===== config.mk =====
export PLATFORM = sky130hd
export DESIGN_NAME = access_chunk_splitter
export DESIGN_NICKNAME = d
export VERILOG_FILES = /design/src/rtl/acs_pkg.sv /design/src/rtl/access_chunk_splitter.sv
export SDC_FILE = /design/constraint.sdc
export NUM_CORES = 1
export LEC_CHECK = 0
export BUFFER_PORTS_ARGS = -buffer_cell sky130_fd_sc_hd__buf_2
export CORE_ASPECT_RATIO = 0.9
export CORE_UTILIZATION = 45
export DETAILED_ROUTE_END_ITERATION = 16
export GPL_ROUTABILITY_DRIVEN = 1
export GPL_TIMING_DRIVEN = 0
export PLACE_DENSITY = 0.81
export SLEW_MARGIN = 30
export SYNTH_ARGS = -nofsm -noshare
export SYNTH_HDL_FRONTEND = slang
export SYNTH_SLANG_ARGS = --single-unit

===== constraint.sdc =====
create_clock -name clk -period 9.1 [get_ports clk]
set_clock_uncertainty 0.1 [all_clocks]
set_input_delay 0 -clock clk [delete_from_list [all_inputs] [get_ports clk]]
set_output_delay 0 -clock clk [all_outputs]
set_load 0.05 [all_outputs]

===== src/rtl/acs_pkg.sv =====
// acs_pkg: shared types and constants for the access chunk splitter.
// Depends on nothing; imported by access_chunk_splitter.

package acs_pkg;

	localparam int unsigned LINE_BYTES_DEF       = 64;
	localparam int unsigned MAX_ACCESS_BYTES_DEF = 64;

	localparam int unsigned ADDR_W  = 64;
	localparam int unsigned SEQ_W   = 64;
	localparam int unsigned THR_W   = 8;
	localparam int unsigned COUNT_W = 7;
	localparam int unsigned CHUNK_W = 4;

	typedef struct packed {
		logic               op;
		logic [THR_W-1:0]   thread_id;
		logic [ADDR_W-1:0]  byte_address;
		logic [COUNT_W-1:0] byte_count;
	} req_item_t;

	typedef struct packed {
		logic [THR_W-1:0]  piece_thread;
		logic              piece_kind;
		logic [ADDR_W-1:0] piece_address;
		logic [SEQ_W-1:0]  sequence_number;
		logic              is_last;
	} piece_item_t;

endpackage


===== src/rtl/access_chunk_splitter.sv =====
// access_chunk_splitter: top level, splits one memory access into machine accesses.
// Depends on acs_pkg for the request and piece structs and width constants.

// One request is taken per transfer on the req channel. The access is cut once
// at the first LINE_BYTES boundary it crosses, then each segment goes out as
// 8/4/2/1-byte pieces, largest first, one piece per cycle on the piece channel
// while it is not stalled, each tagged with a running 64-bit sequence number
// (first is 1) and a last marker on the final piece. An access is first loaded
// from the request, then its pieces are produced one after another; a size of 0
// is loaded and makes no piece. The request channel stalls for the whole time
// pieces are being produced, since a single address/length stepper walks the
// segments. Sizes above MAX_ACCESS_BYTES are saturated.

module access_chunk_splitter
	import acs_pkg::*;
#(
	parameter int unsigned LINE_BYTES       = LINE_BYTES_DEF,
	parameter int unsigned MAX_ACCESS_BYTES = MAX_ACCESS_BYTES_DEF
) (
	input  logic        clk,
	input  logic        arst_n,
	input  req_item_t   req,
	input  logic        req_valid,
	output logic        req_stall,
	output piece_item_t piece,
	output logic        piece_valid,
	input  logic        piece_stall
);

	localparam int unsigned LINE_LB = $clog2(LINE_BYTES);
	localparam int unsigned ROOM_W  = LINE_LB + 1;
	localparam int unsigned CMP_W   = (ROOM_W > COUNT_W) ? ROOM_W : COUNT_W;
	localparam logic [COUNT_W-1:0] MAX_BYTES = COUNT_W'(MAX_ACCESS_BYTES);
	localparam logic [ROOM_W-1:0]  LINE_SZ   = ROOM_W'(LINE_BYTES);

	// sequencer states
	localparam logic ST_IDLE = 1'b0;
	localparam logic ST_EMIT = 1'b1;

	logic               state_q;
	logic [SEQ_W-1:0]   seq_q;       // next sequence number
	logic [ADDR_W-1:0]  addr_q;      // address of the current piece
	logic [COUNT_W-1:0] seg_len_q;   // bytes left in the current segment
	logic [COUNT_W-1:0] seg2_len_q;  // bytes of the segment after the line cut
	logic [THR_W-1:0]   thread_q;
	logic               kind_q;

	logic               req_xfer;
	logic               piece_xfer;
	logic [COUNT_W-1:0] size_sat;
	logic [ROOM_W-1:0]  room;
	logic               crosses;
	logic [CHUNK_W-1:0] chunk;
	logic               seg_done;

	assign req_xfer   = req_valid && !req_stall;
	assign piece_xfer = piece_valid && !piece_stall;

	// saturate the size, then find the bytes left up to the line end;
	// the compare runs at the wider of the two widths
	always_comb begin
		size_sat = (req.byte_count > MAX_BYTES) ? MAX_BYTES : req.byte_count;
		room     = LINE_SZ - {1'b0, req.byte_address[LINE_LB-1:0]};
		crosses  = CMP_W'(room) < CMP_W'(size_sat);
	end

	// greedy piece size from what remains of the segment
	always_comb begin
		if (seg_len_q[COUNT_W-1:3] != '0) begin
			chunk = CHUNK_W'(8);
		end else if (seg_len_q[2]) begin
			chunk = CHUNK_W'(4);
		end else if (seg_len_q[1]) begin
			chunk = CHUNK_W'(2);
		end else begin
			chunk = CHUNK_W'(1);
		end
	end

	assign seg_done = seg_len_q == COUNT_W'(chunk);

	assign req_stall   = state_q != ST_IDLE;
	assign piece_valid = state_q == ST_EMIT;

	always_comb begin
		piece.piece_thread    = thread_q;
		piece.piece_kind      = kind_q;
		piece.piece_address   = addr_q;
		piece.sequence_number = seq_q;
		piece.is_last         = seg_done && (seg2_len_q == '0);
	end

	// control: state and the running sequence counter
	always_ff @(posedge clk or negedge arst_n) begin
		if (!arst_n) begin
			state_q <= ST_IDLE;
			seq_q   <= SEQ_W'(1);
		end else begin
			unique case (state_q)
				ST_IDLE: begin
					if (req_xfer && size_sat != '0) begin
						state_q <= ST_EMIT;
					end
				end
				ST_EMIT: begin
					if (piece_xfer) begin
						seq_q <= seq_q + SEQ_W'(1);
						if (piece.is_last) begin
							state_q <= ST_IDLE;
						end
					end
				end
				default: state_q <= ST_IDLE;
			endcase
		end
	end

	// datapath: one address adder and one length subtractor step per piece
	always_ff @(posedge clk) begin
		if (req_xfer) begin
			addr_q   <= req.byte_address;
			thread_q <= req.thread_id;
			kind_q   <= req.op;
			if (crosses) begin
				seg_len_q  <= COUNT_W'(room);
				seg2_len_q <= size_sat - COUNT_W'(room);
			end else begin
				seg_len_q  <= size_sat;
				seg2_len_q <= '0;
			end
		end else if (piece_xfer) begin
			addr_q <= addr_q + ADDR_W'(chunk);
			if (seg_done) begin
				seg_len_q  <= seg2_len_q;
				seg2_len_q <= '0;
			end else begin
				seg_len_q <= seg_len_q - COUNT_W'(chunk);
			end
		end
	end

	// a piece on offer always has bytes behind it
	a_len_nonzero: assert property (@(posedge clk) disable iff (!arst_n)
		piece_valid |-> (seg_len_q != '0))
		else $error("piece offered with empty segment");

	// a transfer that is not last leaves another piece on offer
	a_more_pieces: assert property (@(posedge clk) disable iff (!arst_n)
		(piece_xfer && !piece.is_last) |=> piece_valid)
		else $error("pieces stopped before last marker");

	// pieces of one access carry consecutive sequence numbers
	a_seq_step: assert property (@(posedge clk) disable iff (!arst_n)
		(piece_xfer && !piece.is_last) |=>
			(piece.sequence_number == $past(piece.sequence_number) + SEQ_W'(1)))
		else $error("sequence number did not step by one");

	// the address advances by the size of the piece just sent
	a_addr_step: assert property (@(posedge clk) disable iff (!arst_n)
		(piece_xfer && !piece.is_last) |=>
			(piece.piece_address == $past(piece.piece_address) + ADDR_W'($past(chunk))))
		else $error("piece address step mismatch");

endmodule

==> impl_metrics.tcl, run 1 <==
set metrics [dict create \
    status "complete, no violations" \
    startpoint_type "flip-flop" \
    drv_cap 0 \
    routed_wirelength_um 23600 \
    clock.fmax_mhz 245 \
    ctsLongestPathBuffers 2 \
    slew_headroom_pct 39.3 \
    nFillCells 1481 \
    portBuffers 223 \
    synth-seq-cells 152 \
    synth.area.top_cells "edfxtp_1 (31%), dfrtp_1 (19%), xnor2_1 (9.4%)" \
    leakagePower_nw 4.77 \
    num_vias 7694 \
    fp.dieH_um 132 \
    hold_viol 0 \
    antenna_found_initial 0 \
    synth_top_area_share_pct 30.9 \
    final_cells 1417 \
    drive_gt1_share_pct 24.7 \
    hold_path_class "in -> async" \
    wl_per_cell_um 16.7 \
    dp_cells 1305 \
    grt_max_degree 53 \
    first_iter_violations 476 \
    required_ps 9160 \
    endpoint_kind "flip-flop" \
    drc 0 \
    grt_pass1_vias 7665 \
    ys_types 59 \
    setup_viol 0 \
    slew_viol_final 0 \
    synth_area_per_cell_um2 10.1 \
    power_density_mw_per_mm2 186 \
    h-tree-depth 4 \
    vias_per_cell 5.43 \
    min_period_over_period_pct 44.8 \
    dp_hpwl_um 16400 \
    rows 47 \
    yosys_warnings 0 \
    yosysTopAreaCell "edfxtp_1" \
    multiInputGateArea_mm2 0.00395 \
    layout_commonest_cell "buf_2" \
    grt_first_pass_wirelength_um 38200 \
    clkLatencyLatePin_ps 420 \
    crit_fanout 8 \
    first_pass_iters 5 \
    setup_tns_ps 0 \
    die_x_um 146 \
    register_area_mm2 0.00424 \
    gp_congestion 0.844 \
    cts_made_buffers 17 \
    ant_nets 0 \
    path_class "reg -> reg" \
    synth_top_flop_cell "edfxtp_1" \
    num-nets-final 1262 \
    netlist_instances 835 \
    clk_pin_slew_worst_paths_ps 70 \
    start_util_pct 45.9 \
    ir_drop_mv 0.226 \
    post_cts_buffers 0 \
    die_area_mm2 0.0193 \
    yosysSeqAreaShare_pct 50.2 \
    grtUsageTotal_pct 24.8 \
    grt-ovfl-total 0 \
    final_cell_mix "buf_2 (228), nand2_1 (117), xnor2_1 (91)" \
    area_growth_pct 33.9 \
    rsz0062_at_grt "false" \
    cts_tree "yes" \
    post_cts_resized 0 \
    cts_root_buffer "clkbuf_16" \
    syn-num-nets 938 \
    clkSinkCount 152 \
    io_pins 224 \
    async_flop_share_pct 42.8 \
    final.min_clock_period_ps 4080 \
    syn_area_mm2 0.00844 \
    synth-edff-count 87 \
    core_mm2 0.0184 \
    num_antenna_cells 0 \
    worst_pin_slew_ps 911 \
    arrival_ps 4140 \
]
## power breakdown
| group | switching, mW | total [mW] | internal (mW) |
|---|---|---|---|
| Combinational | 0.344 | 0.523 | 0.178 |
| Sequential | 0.0717 | 0.883 | 0.812 |
| Clock | 0.313 | 0.701 | 0.388 |
| Total | 0.729 | 2.11 | 1.38 |
## sequential cells by signal, indices dropped and copies added, names as in the netlist
register,cells
seq_q,64
piece_valid,1
thread_q,8
kind_q,1
addr_q,64
seg2_len_q,7
seg_len_q,7
## metrics by stage
stage	utilization (%)	instance area, um2	hold slack, ps	power (mW)	setup slack [ps]
2_1_floorplan	-	8440	-396	1.24	5860
3_3_place_gp	53.6	9860	76.7	1.37	5110
3_5_place_dp	53.9	9920	-233	1.38	5060
4_1_cts	61.4	11300	4.67	2.11	5020
5_1_grt	61.4	11300	24.5	2.19	4820
6_report	61.4	11300	9.89	2.11	5020
## logic make-up (layout without fill, tap and decap cells)
family	after synthesis	in the layout	share of synthesized area [%]
simple gates	361	361	22.2
flops	152	152	50.2
xor+xnor	128	128	13.3
compound gates	110	110	7.35
buf+inv	59	396	3.11
fa+ha+maj	19	19	3.08
mux	6	6	0.741
## layer usage
| metal | up-vias | GRT usage, % | part of all wire [%] | wire length [um] |
|---|---|---|---|---|
| met4 | 0 | 7.81 | 2.1 | 485 |
| met2 | 297 | 42.5 | 49 | 11700 |
| met5 | - | 0 | 0 | 0 |
| met1 | 3732 | 31.6 | 43 | 10100 |
| met3 | 41 | 4.88 | 5.9 | 1400 |
| li1 | 3624 | - | - | - |
## worst max-delay path: stages, from the launching register on
cell and delay, ps:
edfxtp_1 450, or4_1 530, clkbuf_1 190, nor3_1 280, ha_1 250, a21oi_1 120, o22ai_1 720, nand4_1 520
nor3_1 370, xnor2_1 180, o21ai_0 100
## cell type report
cell class | count | share of cell area [%]
inverters | 29 | 0.963
well taps | 245 | 2.71
flip-flops and latches | 152 | 37.5
repair buffers | 305 | 17.4
clock inverters | 15 | 1.36
plain buffers | 30 | 1.37
clock buffers | 17 | 3.76
multi-input cells | 624 | 34.9
## what timing repair did
| item | in CTS | in global routing |
|---|---|---|
| endpoints found under the setup margin | 0 | 0 |
| hold buffers | 80 | 0 |
| hold endpoints to repair | 145 | 0 |
## cells in the mapped netlist, drive strengths merged (2+ instances only)
library cell  instances
nand3                45
a211oi                5
o21a                  3
clkbuf               18
o21ai                66
and4                  9
a31oi                 3
nor4                 10
nand2b                9
nor3                 28
and2                  7
xor2                 37
or2                   2
nor4b                 2
edfxtp               87
nor2b                 5
dfrtp                64
a21oi                18
or4                   4
fa                    3
mux2i                 4
nand4                43
o22a                  2
and3                 25
mux2                  2
or3                   5
xnor2                91
nor3b                 2
ha                   16
a22oi                 4
buf                  12
nor2                 46
inv                  29
nand2               119
## final timing paths
check                        startpoint      endpoint  slack [ps]  cells after the start
hold / removal                   arst_n     seq_q[61]          10                      3
setup / recovery           seg_len_q[4]    addr_q[45]        5020                     10
min in group clk                 req[0]  seg_len_q[0]          60                      4
hold reg to reg               seq_q[63]     seq_q[63]         370                      1
max in group asynchronous        arst_n     seq_q[42]        7930                      3
setup reg to reg           seg_len_q[4]    addr_q[45]        5020                     10
Power figures use the tool's default switching activity.
==> run 2: changes to the inputs <==
==> constraint.sdc (replaced) <==
create_clock -name clk -period 3.9 [get_ports clk]
set_clock_uncertainty 0.1 [all_clocks]
set_input_delay 0 -clock clk [delete_from_list [all_inputs] [get_ports clk]]
set_output_delay 0 -clock clk [all_outputs]
set_load 0.05 [all_outputs]
==> impl_metrics.tcl, run 2 (synthesized netlist as in run 1, its figures left out) <==
set metrics [dict create \
    final_cell_mix "buf_2 (228), nand2_1 (117), xnor2_1 (91)" \
    ff2ff_path_depth 10 \
    power_density_mw_per_mm2 436 \
    setup_viol 0 \
    cts_root_buffer "clkbuf_16" \
    grt-ovfl-total 0 \
    combPwrFrac_pct 25.0 \
    cts_tree "yes" \
    swShare_pct 34.7 \
    hold_viol 0 \
    routed_wirelength_um 23600 \
    layout_commonest_cell "buf_2" \
    ctsLongestPathBuffers 2 \
    core_mm2 0.0184 \
    crit_fanout 8 \
    first_iter_violations 467 \
    grtUsageTotal_pct 24.8 \
    path_buf_inv 1 \
    wl_per_cell_um 16.7 \
    rsz0062_at_grt "false" \
    drv_cap 0 \
    power.switching_mw 1.71 \
    min_period_over_period_pct 95.6 \
    place_area_mm2 0.00992 \
    worst_pin_slew_ps 636 \
    met2WireLength_um 11700 \
    cp_slowest_cell "or4_1" \
    finalInstanceArea_mm2 0.0113 \
    startpoint_type "flip-flop" \
    seq_power_share_pct 41.8 \
    critPathMaxStageDelay_ps 530 \
    met3_length_um 1530 \
    portBuffers 223 \
    timing.rr.end "addr_q[53]" \
    path_class "reg -> reg" \
    cts_made_buffers 17 \
    slew_headroom_pct 57.3 \
    r2r-start "seg_len_q[4]" \
    dp_hpwl_um 16400 \
    clk_pin_slew_worst_paths_ps 70 \
    status "complete, no violations" \
    reg_top3 "addr_q x64, seq_q x64, thread_q x8" \
    crit_chain "or4_1, clkbuf_1, nor3_1, ha_1, a21oi_1, o22ai_2, nand4_1, nor3_1, xnor2_1, a21oi_1" \
    setup_ws_ps 173 \
    die_area_mm2 0.0193 \
    ant_nets 0 \
    io_pins 224 \
    grt_max_degree 53 \
    hold_path_class "in -> async" \
    grt_pass1_vias 7665 \
    leakagePower_nw 4.77 \
    vias_per_cell 5.45 \
    start_util_pct 45.9 \
    fp.dieH_um 132 \
    clockPowerShare_pct 33.2 \
    slew_viol_final 0 \
    num_vias 7718 \
    clkLatencyLatePin_ps 420 \
    arrival_ps 3800 \
    final.min_clock_period_ps 3730 \
    routed.top_layer "met4" \
    place_ws_ps -143 \
    die_x_um 146 \
    clkSinkCount 152 \
    internal-power_mw 3.22 \
    endpoint_kind "flip-flop" \
    clock.fmax_mhz 268 \
    h-tree-depth 4 \
    required_ps 3970 \
    num-nets-final 1262 \
    gp_congestion 0.844 \
    antenna_found_initial 0 \
    rows 47 \
    grt_first_pass_wirelength_um 38200 \
    ir_drop_mv 0.525 \
    path_delay_family "simple AND/OR/NAND/NOR gates" \
    first_pass_iters 7 \
    post_cts_buffers 0 \
    worst-path-stages 10 \
    wl_met1_um 9900 \
    rrSetupSlack_ps 170 \
    num_antenna_cells 0 \
    area_growth_pct 34.1 \
    drc 0 \
    drive_gt1_share_pct 24.9 \
]
run 2: cell count changes in the layout (fill, tap and decap cells not counted):
cell,change
o22ai_1,-1
nor2_4,+1
nor2_1,-1
o22ai_2,+1
run 2: how the worst max path moves through the flow:
stage | from | to | slack (ps)
2_1_floorplan | seg_len_q[4] | addr_q[14] | 660
3_5_place_dp | seg_len_q[4] | addr_q[52] | -140
3_3_place_gp | seg_len_q[4] | addr_q[54] | -90
6_report | seg_len_q[4] | addr_q[53] | 170
4_1_cts | seg_len_q[4] | addr_q[52] | 80
5_1_grt | seg_len_q[4] | addr_q[59] | 40
run 2: area by class of cell:
class / instances / area, um2
Buffer: 30 / 155
Clock buffer: 17 / 425
Clock inverter: 15 / 154
Fill cell: 1479 / 7090
Inverter: 29 / 109
Multi-Input combinational cell: 624 / 3960
Sequential cell: 152 / 4240
Tap cell: 245 / 307
Timing Repair Buffer: 305 / 1970
run 2: through the flow:
step	total power, mW	hold WS [ps]	instances	util, %	TNS (ps)
finish	4.93	9.01	1417	61.5	0
global route	5.13	24.5	1417	61.5	0
CTS	4.93	4.67	1417	61.5	0
detailed placement	3.23	-233	1305	53.9	-1210
global placement	3.19	76.7	1303	53.6	-379
floorplan	2.89	-396	835	-	0
run 2: what timing repair did:
item,in CTS,in global routing
gates resized for setup,2,1
endpoints found under the hold margin,145,0
endpoints found under the setup margin,18,9
gates cloned,0,0
hold buffers,80,0
run 2: power by group through the flow:
stage          Sequential, mW  Combinational (mW)  Clock, mW
2_1_floorplan            2.42               0.470          0
3_3_place_gp             2.08                1.11          0
3_5_place_dp             2.09                1.14          0
4_1_cts                  2.06                1.22       1.66
5_1_grt                  2.08                1.32       1.72
6_report                 2.06                1.23       1.64
run 2: layer usage:
layer,track usage [%],vias to the layer above
met2,42.5,313
met4,7.81,0
li1,-,3626
met3,4.88,42
met5,0,-
met1,31.6,3737
run 2: worst register-to-register path, cell delays in order, from the launching register on:
cell,delay (ps)
edfxtp_1,450
or4_1,530
clkbuf_1,190
nor3_1,280
ha_1,250
a21oi_1,130
o22ai_2,430
nand4_1,460
nor3_1,390
xnor2_1,170
a21oi_1,90
